--- src/hw/rtl/assert_macros.svh ---
// Assertion helpers shared by the deframer RTL.
// Depends on the including module having clk_i and rst_ni.
`ifndef ASSERT_MACROS_SVH
`define ASSERT_MACROS_SVH

// property checked on every rising clock edge outside reset
`define ASSERT_CLK(lbl, prop, msg) \
  lbl: assert property (@(posedge clk_i) disable iff (!rst_ni) (prop)) else $error(msg);

// condition that must never be true outside reset
`define ASSERT_NEVER(lbl, cond, msg) \
  `ASSERT_CLK(lbl, !(cond), msg)

`endif

--- src/hw/rtl/upd_pkg.sv ---
// Types and constants for the update package deframer.
// No dependencies; used by all deframer modules.
`timescale 1ns / 1ps

package upd_pkg;

  localparam logic [7:0] MAGIC_BYTE = 8'hA7;
  localparam int unsigned FC_W = 6;
  localparam int unsigned QDEPTH = 4;
  localparam int unsigned QPTR_W = $clog2(QDEPTH);
  localparam int unsigned QCNT_W = $clog2(QDEPTH + 1);

  typedef enum logic [1:0] {
    FN_START = 2'd0,
    FN_DATA  = 2'd1,
    FN_END   = 2'd2,
    FN_ABORT = 2'd3
  } func_e;

  typedef enum logic [3:0] {
    CMD_ROM_BEGIN    = 4'd0,
    CMD_ROM_BYTE     = 4'd1,
    CMD_ROM_END      = 4'd2,
    CMD_NAME_BYTE    = 4'd3,
    CMD_CREATE       = 4'd4,
    CMD_DELETE       = 4'd5,
    CMD_FILE_BYTE    = 4'd6,
    CMD_CLOSE        = 4'd7,
    CMD_FORMAT       = 4'd8,
    CMD_STARTED      = 4'd9,
    CMD_FINISHED     = 4'd10,
    CMD_ABORTED      = 4'd11,
    CMD_ERROR_NOTE   = 4'd12,
    CMD_FEEDBACK_OFF = 4'd13
  } cmd_e;

  typedef enum logic [1:0] {
    ERR_NONE      = 2'd0,
    ERR_BAD_MAGIC = 2'd1,
    ERR_BAD_TYPE  = 2'd2,
    ERR_ABORTED   = 2'd3
  } err_e;

  typedef enum logic [1:0] {
    REC_IMAGE  = 2'd0,
    REC_ADD    = 2'd1,
    REC_DELETE = 2'd2
  } rec_e;

  // record type byte values
  localparam logic [7:0] TYPE_IMAGE    = 8'd0;
  localparam logic [7:0] TYPE_ADD      = 8'd1;
  localparam logic [7:0] TYPE_DELETE   = 8'd2;
  localparam logic [7:0] TYPE_FORMAT   = 8'd3;
  localparam logic [7:0] TYPE_FEEDBACK = 8'd4;

  typedef enum logic [4:0] {
    PH_MAGIC = 5'b00001,
    PH_TYPE  = 5'b00010,
    PH_NAME  = 5'b00100,
    PH_SIZE  = 5'b01000,
    PH_BODY  = 5'b10000
  } phase_e;

  typedef struct packed {
    cmd_e       command;
    logic [7:0] payload;
    err_e       error_code;
    logic       last;
  } result_t;

  // up to two results per request, r0 first
  typedef struct packed {
    logic [1:0] n;
    result_t    r0;
    result_t    r1;
  } push_t;

endpackage

--- src/hw/rtl/upd_front.sv ---
// Front end: accepts requests, runs the package parser, builds results.
// Depends on upd_pkg; pushes into upd_queue.
`timescale 1ns / 1ps
`include "assert_macros.svh"

module upd_front #(
  parameter int unsigned NAME_LEN = 32
) (
  input  logic            clk_i,
  input  logic            rst_ni,
  input  logic            cfg_we_i,
  input  logic            cfg_wdata_i,
  input  logic            in_valid_i,
  output logic            in_ready_o,
  input  upd_pkg::func_e  func_i,
  input  logic [7:0]      byte_i,
  input  logic            q_ready_i,
  output upd_pkg::push_t  push_o
);
  import upd_pkg::*;

  localparam logic [FC_W-1:0] NAME_LAST = FC_W'(NAME_LEN - 1);

  phase_e          ph_q, ph_d;
  rec_e            rt_q, rt_d;
  logic [FC_W-1:0] fc_q, fc_d;
  logic [31:0]     rem_q, rem_d;
  err_e            err_q, err_d;
  logic            fb_q, fb_d;
  logic            ne_q;

  logic        accept, notes;
  logic [1:0]  n;
  cmd_e        c0, c1;
  logic [7:0]  p0, p1;
  logic [31:0] rem_lane;
  logic        size_zero;

  assign in_ready_o = q_ready_i;
  assign accept     = in_valid_i & q_ready_i;
  assign notes      = fb_q & ne_q;

  always_comb begin
    rem_lane = rem_q;
    case (fc_q[1:0])
      2'd0:    rem_lane[7:0]   = byte_i;
      2'd1:    rem_lane[15:8]  = byte_i;
      2'd2:    rem_lane[23:16] = byte_i;
      default: rem_lane[31:24] = byte_i;
    endcase
  end
  assign size_zero = (rem_lane == 32'd0);

  always_comb begin
    ph_d  = ph_q;
    rt_d  = rt_q;
    fc_d  = fc_q;
    rem_d = rem_q;
    err_d = err_q;
    fb_d  = fb_q;
    n     = 2'd0;
    c0    = CMD_ROM_BEGIN;
    c1    = CMD_ROM_BEGIN;
    p0    = 8'd0;
    p1    = 8'd0;
    if (accept) begin
      case (func_i)
        FN_START: begin
          err_d = ERR_NONE;
          ph_d  = PH_MAGIC;
          fc_d  = '0;
          rem_d = '0;
          rt_d  = REC_IMAGE;
          fb_d  = 1'b1;
          if (ne_q) begin
            c0 = CMD_STARTED;
            n  = 2'd1;
          end
        end
        FN_DATA: begin
          if (err_q != ERR_NONE) begin
            if (notes) begin
              c0   = CMD_ERROR_NOTE;
              n    = 2'd1;
              fb_d = 1'b0;
            end
          end else begin
            case (ph_q)
              PH_MAGIC: begin
                if (byte_i != MAGIC_BYTE) err_d = ERR_BAD_MAGIC;
                else ph_d = PH_TYPE;
              end
              PH_NAME: begin
                c0 = CMD_NAME_BYTE;
                p0 = byte_i;
                n  = 2'd1;
                if (fc_q >= NAME_LAST) begin
                  fc_d = '0;
                  n    = 2'd2;
                  if (rt_q == REC_ADD) begin
                    c1    = CMD_CREATE;
                    ph_d  = PH_SIZE;
                    rem_d = '0;
                  end else begin
                    c1   = CMD_DELETE;
                    ph_d = PH_TYPE;
                  end
                end else begin
                  fc_d = fc_q + 1'b1;
                end
              end
              PH_SIZE: begin
                rem_d = rem_lane;
                if (fc_q >= FC_W'(3)) begin
                  fc_d = '0;
                  ph_d = size_zero ? PH_TYPE : PH_BODY;
                  if (rt_q == REC_IMAGE) begin
                    c0 = CMD_ROM_BEGIN;
                    c1 = CMD_ROM_END;
                    n  = size_zero ? 2'd2 : 2'd1;
                  end else if (size_zero) begin
                    c0 = CMD_CLOSE;
                    n  = 2'd1;
                  end
                end else begin
                  fc_d = fc_q + 1'b1;
                end
              end
              PH_BODY: begin
                c0    = (rt_q == REC_IMAGE) ? CMD_ROM_BYTE : CMD_FILE_BYTE;
                p0    = byte_i;
                n     = 2'd1;
                rem_d = rem_q - 32'd1;
                if (rem_q == 32'd1) begin
                  c1   = (rt_q == REC_IMAGE) ? CMD_ROM_END : CMD_CLOSE;
                  n    = 2'd2;
                  ph_d = PH_TYPE;
                end
              end
              default: begin
                fc_d  = '0;
                rem_d = '0;
                case (byte_i)
                  TYPE_IMAGE: begin
                    rt_d = REC_IMAGE;
                    ph_d = PH_SIZE;
                  end
                  TYPE_ADD: begin
                    rt_d = REC_ADD;
                    ph_d = PH_NAME;
                  end
                  TYPE_DELETE: begin
                    rt_d = REC_DELETE;
                    ph_d = PH_NAME;
                  end
                  TYPE_FORMAT: begin
                    c0   = CMD_FORMAT;
                    n    = 2'd1;
                    ph_d = PH_TYPE;
                  end
                  TYPE_FEEDBACK: begin
                    fb_d = 1'b0;
                    c0   = CMD_FEEDBACK_OFF;
                    n    = 2'd1;
                    ph_d = PH_TYPE;
                  end
                  default: err_d = ERR_BAD_TYPE;
                endcase
              end
            endcase
          end
        end
        FN_END: begin
          if (notes) begin
            c0 = CMD_FINISHED;
            n  = 2'd1;
          end
        end
        default: begin
          if (notes) begin
            c0 = CMD_ABORTED;
            n  = 2'd1;
          end
          err_d = ERR_ABORTED;
          fb_d  = 1'b0;
        end
      endcase
    end
  end

  always_ff @(posedge clk_i or negedge rst_ni) begin
    if (!rst_ni) begin
      ph_q  <= PH_MAGIC;
      rt_q  <= REC_IMAGE;
      fc_q  <= '0;
      rem_q <= '0;
      err_q <= ERR_NONE;
      fb_q  <= 1'b1;
      ne_q  <= 1'b1;
    end else begin
      ph_q  <= ph_d;
      rt_q  <= rt_d;
      fc_q  <= fc_d;
      rem_q <= rem_d;
      err_q <= err_d;
      fb_q  <= fb_d;
      if (cfg_we_i) ne_q <= cfg_wdata_i;
    end
  end

  assign push_o.n  = n;
  assign push_o.r0 = '{command: c0, payload: p0, error_code: err_d, last: (n == 2'd1)};
  assign push_o.r1 = '{command: c1, payload: p1, error_code: err_d, last: 1'b1};

  `ASSERT_CLK(a_start_clears, accept && func_i == FN_START |=> err_q == ERR_NONE && ph_q == PH_MAGIC,
              "start request did not reset the parser")
  `ASSERT_NEVER(a_body_rem_zero, ph_q == PH_BODY && rem_q == 32'd0,
                "body phase with nothing left")

endmodule

--- src/hw/rtl/upd_queue.sv ---
// Result queue between parser and output stage: up to two writes, one read per cycle.
// Depends on upd_pkg.
`timescale 1ns / 1ps
`include "assert_macros.svh"

module upd_queue (
  input  logic             clk_i,
  input  logic             rst_ni,
  input  upd_pkg::push_t   push_i,
  output logic             ready_o,
  output logic             valid_o,
  output upd_pkg::result_t data_o,
  input  logic             pop_i
);
  import upd_pkg::*;

  result_t           mem_q [QDEPTH];
  logic [QPTR_W-1:0] wr_q, wr_d, rd_q, rd_d;
  logic [QCNT_W-1:0] cnt_q, cnt_d;
  logic [QPTR_W-1:0] wr_nxt;
  logic              pop;

  assign ready_o = (cnt_q <= QCNT_W'(QDEPTH - 2));
  assign valid_o = (cnt_q != '0);
  assign data_o  = mem_q[rd_q];
  assign pop     = pop_i & valid_o;
  assign wr_nxt  = wr_q + 1'b1;

  always_comb begin
    wr_d  = wr_q + QPTR_W'(push_i.n);
    rd_d  = rd_q + QPTR_W'(pop);
    cnt_d = cnt_q + QCNT_W'(push_i.n) - QCNT_W'(pop);
  end

  always_ff @(posedge clk_i) begin
    if (push_i.n != 2'd0) mem_q[wr_q] <= push_i.r0;
    if (push_i.n == 2'd2) mem_q[wr_nxt] <= push_i.r1;
  end

  always_ff @(posedge clk_i or negedge rst_ni) begin
    if (!rst_ni) begin
      wr_q  <= '0;
      rd_q  <= '0;
      cnt_q <= '0;
    end else begin
      wr_q  <= wr_d;
      rd_q  <= rd_d;
      cnt_q <= cnt_d;
    end
  end

  `ASSERT_NEVER(a_cnt_range, cnt_q > QCNT_W'(QDEPTH), "queue count beyond depth")
  `ASSERT_NEVER(a_no_overflow, push_i.n != 2'd0 && !ready_o, "push while queue lacks room")
  `ASSERT_CLK(a_pair_last, push_i.n == 2'd2 |-> push_i.r1.last && !push_i.r0.last,
              "result pair with wrong last marking")

endmodule

--- src/hw/rtl/upd_back.sv ---
// Back end: output register driving the result stream from the queue head.
// Depends on upd_pkg; reads from upd_queue.
`timescale 1ns / 1ps

module upd_back (
  input  logic             clk_i,
  input  logic             rst_ni,
  input  logic             q_valid_i,
  input  upd_pkg::result_t q_data_i,
  output logic             pop_o,
  output logic             out_valid_o,
  input  logic             out_ready_i,
  output upd_pkg::result_t out_data_o
);
  import upd_pkg::*;

  logic    vld_q;
  result_t dat_q;

  assign pop_o       = q_valid_i & (~vld_q | out_ready_i);
  assign out_valid_o = vld_q;
  assign out_data_o  = dat_q;

  always_ff @(posedge clk_i or negedge rst_ni) begin
    if (!rst_ni) begin
      vld_q <= 1'b0;
    end else if (~vld_q | out_ready_i) begin
      vld_q <= q_valid_i;
    end
  end

  always_ff @(posedge clk_i) begin
    if (pop_o) dat_q <= q_data_i;
  end

endmodule

--- src/hw/rtl/update_package_deframer.sv ---
// Update package deframer: request stream in, storage/notification command stream out.
// Usage:
//   Input stream: s_axis_tuser = request kind (start, data byte, end, abort),
//   s_axis_tdata = package byte. Output stream: m_axis_tuser = command,
//   m_axis_tdata = payload byte and error code, m_axis_tlast = final command
//   of a request. A request yields zero, one or two commands.
//   cfg_we_i/cfg_wdata_i write notify_enable; write only while idle.
//   A request's first command passes the queue, then the output register, before
//   it is valid. Throughput: one request per cycle while each gives at most one
//   command and m_axis_tready is high; two commands of a request leave one at a
//   time. The rate is set by the output register, which then hands out one
//   command per cycle from a four-entry queue; input needs two free entries.
//   Reset: parser waits for the magic byte, no error, feedback on,
//   notify_enable set, queue and output empty.
//   Output stall: the command holds on m_axis; the queue fills to at most four
//   commands and s_axis_tready stays low while three or more are held.
// Depends on upd_pkg, upd_front, upd_queue, upd_back.
`timescale 1ns / 1ps

module update_package_deframer #(
  parameter int unsigned NAME_LEN = 32
) (
  input  logic        clk_i,
  input  logic        rst_ni,
  input  logic        cfg_we_i,
  input  logic        cfg_wdata_i,
  input  logic        s_axis_tvalid,
  output logic        s_axis_tready,
  input  logic [7:0]  s_axis_tdata,   // [7:0] data_byte
  input  logic [1:0]  s_axis_tuser,   // [1:0] func
  output logic        m_axis_tvalid,
  input  logic        m_axis_tready,
  output logic [15:0] m_axis_tdata,   // [7:0] payload, [9:8] error_code, [15:10] zero
  output logic [3:0]  m_axis_tuser,   // [3:0] command
  output logic        m_axis_tlast
);
  import upd_pkg::*;

  push_t   push;
  logic    q_ready, q_valid, pop;
  result_t q_data, out_data;

  upd_front #(
    .NAME_LEN (NAME_LEN)
  ) u_front (
    .clk_i       (clk_i),
    .rst_ni      (rst_ni),
    .cfg_we_i    (cfg_we_i),
    .cfg_wdata_i (cfg_wdata_i),
    .in_valid_i  (s_axis_tvalid),
    .in_ready_o  (s_axis_tready),
    .func_i      (func_e'(s_axis_tuser)),
    .byte_i      (s_axis_tdata),
    .q_ready_i   (q_ready),
    .push_o      (push)
  );

  upd_queue u_queue (
    .clk_i   (clk_i),
    .rst_ni  (rst_ni),
    .push_i  (push),
    .ready_o (q_ready),
    .valid_o (q_valid),
    .data_o  (q_data),
    .pop_i   (pop)
  );

  upd_back u_back (
    .clk_i       (clk_i),
    .rst_ni      (rst_ni),
    .q_valid_i   (q_valid),
    .q_data_i    (q_data),
    .pop_o       (pop),
    .out_valid_o (m_axis_tvalid),
    .out_ready_i (m_axis_tready),
    .out_data_o  (out_data)
  );

  assign m_axis_tuser = out_data.command;
  assign m_axis_tdata = {6'd0, out_data.error_code, out_data.payload};
  assign m_axis_tlast = out_data.last;

endmodule

--- config.mk ---
export PLATFORM = sky130hd
export DESIGN_NAME = update_package_deframer
export DESIGN_NICKNAME = d
export VERILOG_FILES = /design/src/hw/rtl/upd_pkg.sv /design/src/hw/rtl/upd_front.sv /design/src/hw/rtl/upd_queue.sv /design/src/hw/rtl/upd_back.sv /design/src/hw/rtl/update_package_deframer.sv
export VERILOG_INCLUDE_DIRS = /design/src /design/src/hw/rtl
export SDC_FILE = /design/constraint.sdc
export NUM_CORES = 1
export LEC_CHECK = 0
export ABC_AREA = 1
export ABC_CLOCK_PERIOD_IN_PS = 3500
export BUFFER_PORTS_ARGS = -buffer_cell sky130_fd_sc_hd__buf_2
export CAP_MARGIN = 15
export CELL_PAD_IN_SITES_DETAIL_PLACEMENT = 0
export CELL_PAD_IN_SITES_GLOBAL_PLACEMENT = 2
export CORE_UTILIZATION = 33
export CTS_CLUSTER_DIAMETER = 100
export DETAILED_ROUTE_END_ITERATION = 10
export PLACE_DENSITY = 0.74
export SYNTH_ARGS = -nofsm -noshare
export SYNTH_HDL_FRONTEND = slang
export SYNTH_SLANG_ARGS = --single-unit
--- constraint.sdc ---
create_clock -name clk_i -period 3.5 [get_ports clk_i]
set_input_delay 0.35 -clock clk_i [delete_from_list [all_inputs] [get_ports clk_i]]
set_output_delay 0.35 -clock clk_i [all_outputs]
set_load 0.01 [all_outputs]
==> results of run 1 <==
-- kinds of logic after synthesis --
| group | count (synthesis) |
|---|---|
| buffers and inverters | 156 |
| adders and majority gates | 18 |
| DFF | 132 |
| other | 1 |
| AOI/OAI and AO/OA | 238 |
| and+or+nand+nor | 523 |
| xor gates and xnor gates | 14 |
-- routing by layer --
| metal | track usage, % | vias to the layer above |
|---|---|---|
| met1 | 32.58 | 3508 |
| met4 | 6.396 | 0 |
| met2 | 33.97 | 176 |
| met5 | 0 | - |
| li1 | - | 3732 |
| met3 | 3.960 | 38 |
-- cell type report --
cell class / count / area, sq um / area share (%)
repair buffers: 74 / 478.0 / 5.176
multi-input cells: 799 / 4040 / 43.75
well taps: 319 / 399.1 / 4.322
clock inverters: 14 / 151.4 / 1.640
clock buffers: 18 / 450.4 / 4.878
flip-flops and latches: 132 / 3284 / 35.57
inverters: 112 / 430.4 / 4.661
-- power groups by stage --
stage               logic (mW)  clock network, mW  registers [mW]
finish                    3.76               1.83            2.52
global route              4.26               1.93            2.58
CTS                       3.65               1.87            2.49
detailed placement        3.63                  0            2.52
global placement          3.65                  0            2.53
floorplan                 2.46                  0            2.46
-- how the worst max path moves through the flow --
| stage | cells after the start | to | slack, ns |
|---|---|---|---|
| 4_1_cts | 21 | u_queue.cnt_q[2] | 0.04 |
| 3_5_place_dp | 21 | u_queue.cnt_q[2] | 0.02 |
| 3_3_place_gp | 21 | u_queue.cnt_q[2] | 0.07 |
| 5_1_grt | 22 | u_queue.cnt_q[2] | -0.04 |
| 6_report | 19 | u_queue.cnt_q[2] | 0.19 |
| 2_1_floorplan | 23 | u_queue.cnt_q[2] | 0.05 |
-- repair_timing --
item	4_1_cts	5_1_grt
setup endpoints to repair	1	80
hold endpoints to repair	4	0
buffers inserted	0	1
hold buffers	1	0
pin swaps	0	3
gates cloned	0	0
gates resized for setup	1	33
-- sequential cells by signal, indices dropped and copies added, names as in the netlist --
signal	cells
u_front.rt_q	2
u_queue.wr_q	2
u_back.out_data_o	15
u_front.fb_q	1
u_front.ne_q	1
u_back.out_valid_o	1
u_front.err_q	2
u_queue.cnt_q	3
u_queue.mem_q	60
u_front.ph_q	5
u_front.fc_q	6
u_front.rem_q	32
u_queue.rd_q	2
-- per-stage QoR --
step / power, mW / hold slack (ns) / instance area [sq um] / TNS (ns)
2_1_floorplan: 4.919 / 0.05441 / 7901 / 0
3_3_place_gp: 6.182 / 0.2287 / 8516 / 0
3_5_place_dp: 6.148 / 0.2234 / 8516 / 0
4_1_cts: 8.010 / 0.1014 / 9130 / 0
5_1_grt: 8.774 / 0.1005 / 9234 / -0.03752
6_report: 8.103 / 0.1073 / 9234 / 0
-- cell usage in the layout, fill, tap and decap left out, types with 3 or more instances in the layout --
master	synthesis	final
sky130_fd_sc_hd__o31ai_1	3	3
sky130_fd_sc_hd__nor2_2	8	10
sky130_fd_sc_hd__dfxtp_1	40	40
sky130_fd_sc_hd__nand2_2	5	7
sky130_fd_sc_hd__inv_1	107	105
sky130_fd_sc_hd__o21ai_0	124	115
sky130_fd_sc_hd__conb_1	1	6
sky130_fd_sc_hd__dfrtp_1	54	52
sky130_fd_sc_hd__ha_1	17	9
sky130_fd_sc_hd__nor3_1	6	6
sky130_fd_sc_hd__buf_2	6	32
sky130_fd_sc_hd__a22oi_1	4	4
sky130_fd_sc_hd__inv_8	0	7
sky130_fd_sc_hd__nor2_1	157	155
sky130_fd_sc_hd__nand3_2	5	5
sky130_fd_sc_hd__dfstp_2	3	3
sky130_fd_sc_hd__nand3_1	87	87
sky130_fd_sc_hd__buf_4	11	41
sky130_fd_sc_hd__o21ai_1	30	38
sky130_fd_sc_hd__o22ai_1	27	27
sky130_fd_sc_hd__nand2_1	224	222
sky130_fd_sc_hd__edfxtp_1	35	35
sky130_fd_sc_hd__xor2_1	12	12
sky130_fd_sc_hd__inv_6	0	3
sky130_fd_sc_hd__a21oi_1	33	32
sky130_fd_sc_hd__o32ai_1	3	3
sky130_fd_sc_hd__inv_2	3	3
sky130_fd_sc_hd__clkbuf_16	0	18
sky130_fd_sc_hd__ha_4	0	5
sky130_fd_sc_hd__nand4_1	19	19
sky130_fd_sc_hd__ha_2	0	3
sky130_fd_sc_hd__inv_4	0	3
-- critical path, cell delays in order, from the launching register on --
cell and delay, ns:
sky130_fd_sc_hd__dfrtp_2 0.47, sky130_fd_sc_hd__inv_4 0.12, sky130_fd_sc_hd__buf_4 0.13, sky130_fd_sc_hd__ha_2 0.22
sky130_fd_sc_hd__o21ai_1 0.11, sky130_fd_sc_hd__nor2_1 0.10, sky130_fd_sc_hd__nand3b_1 0.08, sky130_fd_sc_hd__nor2_1 0.13
sky130_fd_sc_hd__nand2_1 0.08, sky130_fd_sc_hd__nor2_2 0.14, sky130_fd_sc_hd__buf_4 0.13, sky130_fd_sc_hd__buf_4 0.10
sky130_fd_sc_hd__ha_1 0.13, sky130_fd_sc_hd__nand2_1 0.06, sky130_fd_sc_hd__nand3_2 0.10, sky130_fd_sc_hd__nand3_4 0.07
sky130_fd_sc_hd__ha_1 0.33, sky130_fd_sc_hd__fa_2 0.41, sky130_fd_sc_hd__xnor2_2 0.14, sky130_fd_sc_hd__xor2_1 0.14
==> reports/results.md, run 1 <==
| Metric | Value |
| --- | --- |
| Setup repair after global routing missed its margin | yes |
| Initial detailed-routing violation count | 588 |
| Hold Path Class | in -> reg |
| IO Count | 39 |
| Met2 wire length | 11,450 um |
| Total of flip-flops plus latches after synthesis | 132 |
| Switching Share | 46.40% |
| Clk_lat worst skew | 0.42 ns |
| Required arrival time at the worst endpoint | 3.80 ns |
| Placed cell count | 1,434 |
| Buffer type at the clock tree root | sky130_fd_sc_hd__clkbuf_16 |
| Max capacitance violation total | 0 |
| CP Launch Type | flop |
| Final setup skew | 0.009397 ns |
| Number of global-route vias before repair | 6,994 |
| Share of the synthesized area in the top cell type | 17.14% |
| Run status | finished clean |
| HPWL after DPL | 19,340 um |
| Number of routed nets with antenna violations | 0 |
| Power density over the cells | 877.5 nW/um^2 |
| Final GP Congestion | 0.8452 |
| Share of async-settable or async-resettable flops after synthesis | 43.18% |
| Clock transition at the register clock pins on the worst setup and hold paths after CTS | 0.06 ns |
| Clock tree from TritonCTS | yes |
| Gate count of the mapped netlist | 1,082 |
| Commonest cells in the netlist | 224 x sky130_fd_sc_hd__nand2_1, 157 x sky130_fd_sc_hd__nor2_1, 124 x sky130_fd_sc_hd__o21ai_0 |
| Post-synth top flop | sky130_fd_sc_hd__dfrtp_1 |
| Slew at the pin with the worst max-slew slack | 0.9063 ns |
| Die X-Extent | 156.6 um |
| First-pass GRT wire length | 41,240 um |
| Amount of wire on met3 after detailed routing | 1190 um |
| Area enclosed by the die boundary | 24,510 sq um |
| Number of nets in the layout | 1,170 |
| Fraction of the mapped netlist area in compound gates | 16.59% |
| Proportion of layout cells with a drive suffix above 1 | 14.01% |
| Layout overhead on the synthesized area | 17.14% |
| Part of the power in combinational logic | 46.4% |
| Wire length on met1 | 13,220 um |
| Share of the synthesized netlist area taken by xor and xnor gates | 1.556% |
| Core region area | 23,470 sq um |
| Area share of and/or/nand/nor cells after synthesis | 28.63% |
| Finished Core Util | 39.34% |
| Net switching component of the power | 3.760 mW |
| Die Y | 156.6 um |
| Starting Density | 33.58% |
| Mux contribution to synthesized area | 0% |
| Portion of the clock cycle consumed by the worst path in the final layout | 94.49% |
| Clk sink count | 132 |
| Number of warnings printed during yosys synthesis | 0 |
| DRC violations left | 0 |
| Number of cells traversed by the worst hold path | 2 |
| Largest net degree at the start of global routing | 34 |
| Congestion Overflow GR | 0 |
| Count of vias placed by the detailed router | 7,454 |
| Worst Min Path Start | cfg_we_i |
| Part of the power in the clock network | 22.6% |
| Number of buffers created by CTS | 17 |
| Post-route setup slack | 0.1930 ns |
| Non-filler instance count after layout | 1,468 |
| Filler cell count in the final layout | 2,475 |
| Setup slack after placement | 0.01959 ns |
| Post-Syn Area per Cell | 7.285 sq um |
| Total internal power | 4.343 mW |
| Post-synth EDFFs | 35 |
| Slew Limit Fails | 0 |
| Seq pwr share | 31.0% |
| Worst Setup End Kind | flop |
| Biggest fanout along the worst timing path | 5 |
| Number of antenna diodes | 0 |
| Sum of routed wire length over all layers | 26,350 um |
| Worst setup startpoint | u_front.fc_q[0] |
| Crit Path Category | reg -> reg |
| R2R Path Start | u_front.fc_q[0] |
| Antenna violations before repair | 0 |
| Post-synthesis share of cell area spent on full adders, half adders and majority gates | 2.952% |
| Reg2reg end | u_queue.cnt_q[2] |
| Synth area leaders | sky130_fd_sc_hd__dfrtp_1 17%, sky130_fd_sc_hd__edfxtp_1 13%, sky130_fd_sc_hd__nand2_1 11%, sky130_fd_sc_hd__dfxtp_1 10%, sky130_fd_sc_hd__o21ai_0 7.9% |
| Detailed-router iteration count before antenna repair | 7 |
| Setup slack on the worst flop-to-flop path | 0.19 ns |
| Dominant combinational cell family by area after synthesis | simple AND/OR/NAND/NOR gates |
| Maximum clock path buffer count | 2 |
| Final hold vios | 0 |
| Clock H-tree levels | 4 |
| Final period demand of the worst path | 3.307 ns |
| Portion of the post-synthesis area used by sequential elements | 41.63% |
| Worst R2R Path Depth | 19 |
| Wire length per cell | 17.95 um |
| Leakage power | 3.979 nW |
| Post-synth cell types | 52 |
| Count of final setup violators | 0 |
| Cell with the most instances after synthesis | sky130_fd_sc_hd__nand2_1 |
| Aggregate global-route resource usage | 22.49% |
| Count of standard-cell rows | 56 |
| Highest Clock Rate | 0.3024 GHz |
| Max-slew headroom at the worst pin | 39.51% |
| Arrival time reported for the critical path endpoint | 3.61 ns |
| End of the worst hold path | u_front.ne_q |
| Netlist Area Pre-Place | 7883 sq um |
| Cell type with the largest total area after synthesis | sky130_fd_sc_hd__dfrtp_1 |
| Count of buffers inserted at the top-level ports | 32 |
| Peak VDD IR | 355.7 uV |
| Top layer used by detailed routing | met4 |
| Via density per instance | 5.078 |
Note: power is estimated with default switching activity, not from simulation.
==> inputs of run 2 (changes only) <==
--- a/config.mk
+++ b/config.mk
@@ -15,6 +15,8 @@
 export CORE_UTILIZATION = 33
 export CTS_CLUSTER_DIAMETER = 100
 export DETAILED_ROUTE_END_ITERATION = 10
+export HOLD_SLACK_MARGIN = 0.08
+export MAX_ROUTING_LAYER = met4
 export PLACE_DENSITY = 0.74
 export SYNTH_ARGS = -nofsm -noshare
 export SYNTH_HDL_FRONTEND = slang
==> reports/results.md, run 2 (synthesis gave the netlist of run 1 again) <==
| Metric | Value |
| --- | --- |
| Wire length per cell | 17.97 um |
| CP Buf/Inv Count | 2 |
| Setup slack after placement | 0.01959 ns |
| Worst R2R Path Depth | 17 |
| Crit path max-delay cell type | sky130_fd_sc_hd__dfrtp_2 |
| Clock transition at the register clock pins on the worst setup and hold paths after CTS | 0.06 ns |
| Part of the power in the clock network | 22.6% |
| Proportion of layout cells with a drive suffix above 1 | 14.01% |
| Number of routed nets with antenna violations | 0 |
| Highest Clock Rate | 0.3033 GHz |
| Count of buffers inserted at the top-level ports | 32 |
| Number of nets in the layout | 1,170 |
| Layout overhead on the synthesized area | 17.14% |
| Largest register by flop count | u_queue.mem_q |
| Net switching component of the power | 3.759 mW |
| Total internal power | 4.343 mW |
| Critical Path, Cell by Cell | ha_2, nand2_1, o21ai_1, nand4_1, nor2_1, nand4_1, nor2_2, buf_4, buf_4, ha_1, nand2_1, nand3_2, nand3_4, ha_1, fa_2, xnor2_2, xor2_1 |
| Max capacitance violation total | 0 |
| Sum of routed wire length over all layers | 26,370 um |
| Maximum clock path buffer count | 2 |
| Die X-Extent | 156.6 um |
| Biggest fanout along the worst timing path | 5 |
| Core region area | 23,470 sq um |
| Starting Density | 33.58% |
| Number of flip-flops under the largest register name | 60 |
| IO Count | 39 |
| Antenna violations before repair | 0 |
| Max-slew headroom at the worst pin | 40.32% |
| Setup_tns | 0 ns |
| Placed cell count | 1,434 |
| Via density per instance | 5.074 |
| Part of the power in combinational logic | 46.3% |
| Worst Min Path Start | cfg_we_i |
| Count of standard-cell rows | 56 |
| Count of final setup violators | 0 |
| Run status | finished clean |
| Setup repair after global routing missed its margin | yes |
| Number of buffers created by CTS | 17 |
| Hold Path Class | in -> reg |
| Aggregate global-route resource usage | 23.16% |
| Buffer type at the clock tree root | sky130_fd_sc_hd__clkbuf_16 |
| Largest net degree at the start of global routing | 34 |
| Required arrival time at the worst endpoint | 3.80 ns |
| Most common cell after layout, fill and taps aside | sky130_fd_sc_hd__nand2_1 |
| Non-filler instance count after layout | 1,468 |
| Slew Limit Fails | 0 |
| Count of vias placed by the detailed router | 7,449 |
| Final-layout worst hold slack | 0.1079 ns |
| Finished Core Util | 39.34% |
| DRC violations left | 0 |
| Clk sink count | 132 |
| CP Launch Type | flop |
| Portion of the clock cycle consumed by the worst path in the final layout | 94.21% |
| Area enclosed by the die boundary | 24,510 sq um |
| Worst setup startpoint | u_front.fc_q[0] |
| Final setup skew | 0.01342 ns |
| Detailed-router iteration count before antenna repair | 7 |
| Initial detailed-routing violation count | 590 |
| Commonest non-fill, non-tap cells in the layout | 222 x sky130_fd_sc_hd__nand2_1, 155 x sky130_fd_sc_hd__nor2_1, 115 x sky130_fd_sc_hd__o21ai_0, 105 x sky130_fd_sc_hd__inv_1, 87 x sky130_fd_sc_hd__nand3_1 |
| HPWL after DPL | 19,340 um |
| Congestion Overflow GR | 0 |
| Arrival time reported for the critical path endpoint | 3.60 ns |
| Crit Path Category | reg -> reg |
| Final Instance Area | 9234 sq um |
| Peak VDD IR | 356.1 uV |
| Clk_lat worst skew | 0.43 ns |
| Slew at the pin with the worst max-slew slack | 0.8943 ns |
| Cell area reported after detailed placement | 8516 sq um |
| Setup slack on the worst flop-to-flop path | 0.20 ns |
| Switching Share | 46.39% |
| First-pass GRT wire length | 41,310 um |
| Clock H-tree levels | 4 |
| Worst Setup End Kind | flop |
| Die Y | 156.6 um |
| End of the worst hold path | u_front.ne_q |
| Family of cells with the greatest summed delay on the critical path | adder cells |
| Delay of the slowest cell on the worst path | 0.46 ns |
| Overall power consumption | 8.102 mW |
| Number of global-route vias before repair | 6,975 |
| Power density over the cells | 877.5 nW/um^2 |
| Final GP Congestion | 0.8584 |
| R2R Path Start | u_front.fc_q[0] |
| Clock tree from TritonCTS | yes |
| Post-route setup slack | 0.2026 ns |
| Final period demand of the worst path | 3.297 ns |
| Leakage power | 3.979 nW |
| Number of cells traversed by the worst hold path | 2 |
| Number of antenna diodes | 0 |
| Reg2reg end | u_queue.cnt_q[2] |
| Final hold vios | 0 |
| Seq pwr share | 31.1% |
-- run 2: cell counts in the layout (fill, tap and decap cells not counted) --
No cell type changed its count.
-- run 2: cell type report --
type | instances | area (sq um)
Fill cell | 2475 | 14240
Multi-Input combinational cell | 799 | 4040
Sequential cell | 132 | 3284
Timing Repair Buffer | 74 | 478.0
Clock buffer | 18 | 450.4
Inverter | 112 | 430.4
Tap cell | 319 | 399.1
Clock inverter | 14 | 151.4
-- run 2: power groups by stage --
stage / registers, mW / clock network, mW / logic (mW)
after floorplan: 2.46 / 0 / 2.46
after global placement: 2.53 / 0 / 3.65
after detailed placement: 2.52 / 0 / 3.63
after CTS: 2.49 / 1.87 / 3.65
after global routing: 2.58 / 1.93 / 4.26
final: 2.52 / 1.83 / 3.75
-- run 2: worst max-delay path by stage --
stage,to,slack (ns),cells past startpoint
global route,u_queue.cnt_q[2],-0.04,22
floorplan,u_queue.cnt_q[2],0.05,23
global placement,u_queue.cnt_q[2],0.07,21
CTS,u_queue.cnt_q[2],0.04,21
detailed placement,u_queue.cnt_q[2],0.02,21
finish,u_queue.cnt_q[2],0.20,17
-- run 2: routing by layer --
layer / track usage (%) / routed length [um] / up-vias / part of all wire, %
met2: 33.99 / 11530 / 168 / 44
li1: - / - / 3731 / -
met5: - / 0 / - / 0
met3: 3.988 / 1091 / 34 / 4.1
met1: 32.59 / 13300 / 3516 / 50
met4: 6.256 / 454 / 0 / 1.7
-- run 2: repair_timing --
item,4_1_cts,5_1_grt
hold buffers,1,0
gates resized for setup,1,33
buffers inserted,0,1
hold endpoints to repair,4,0
endpoints found under the setup margin,1,80
pin swaps,0,3
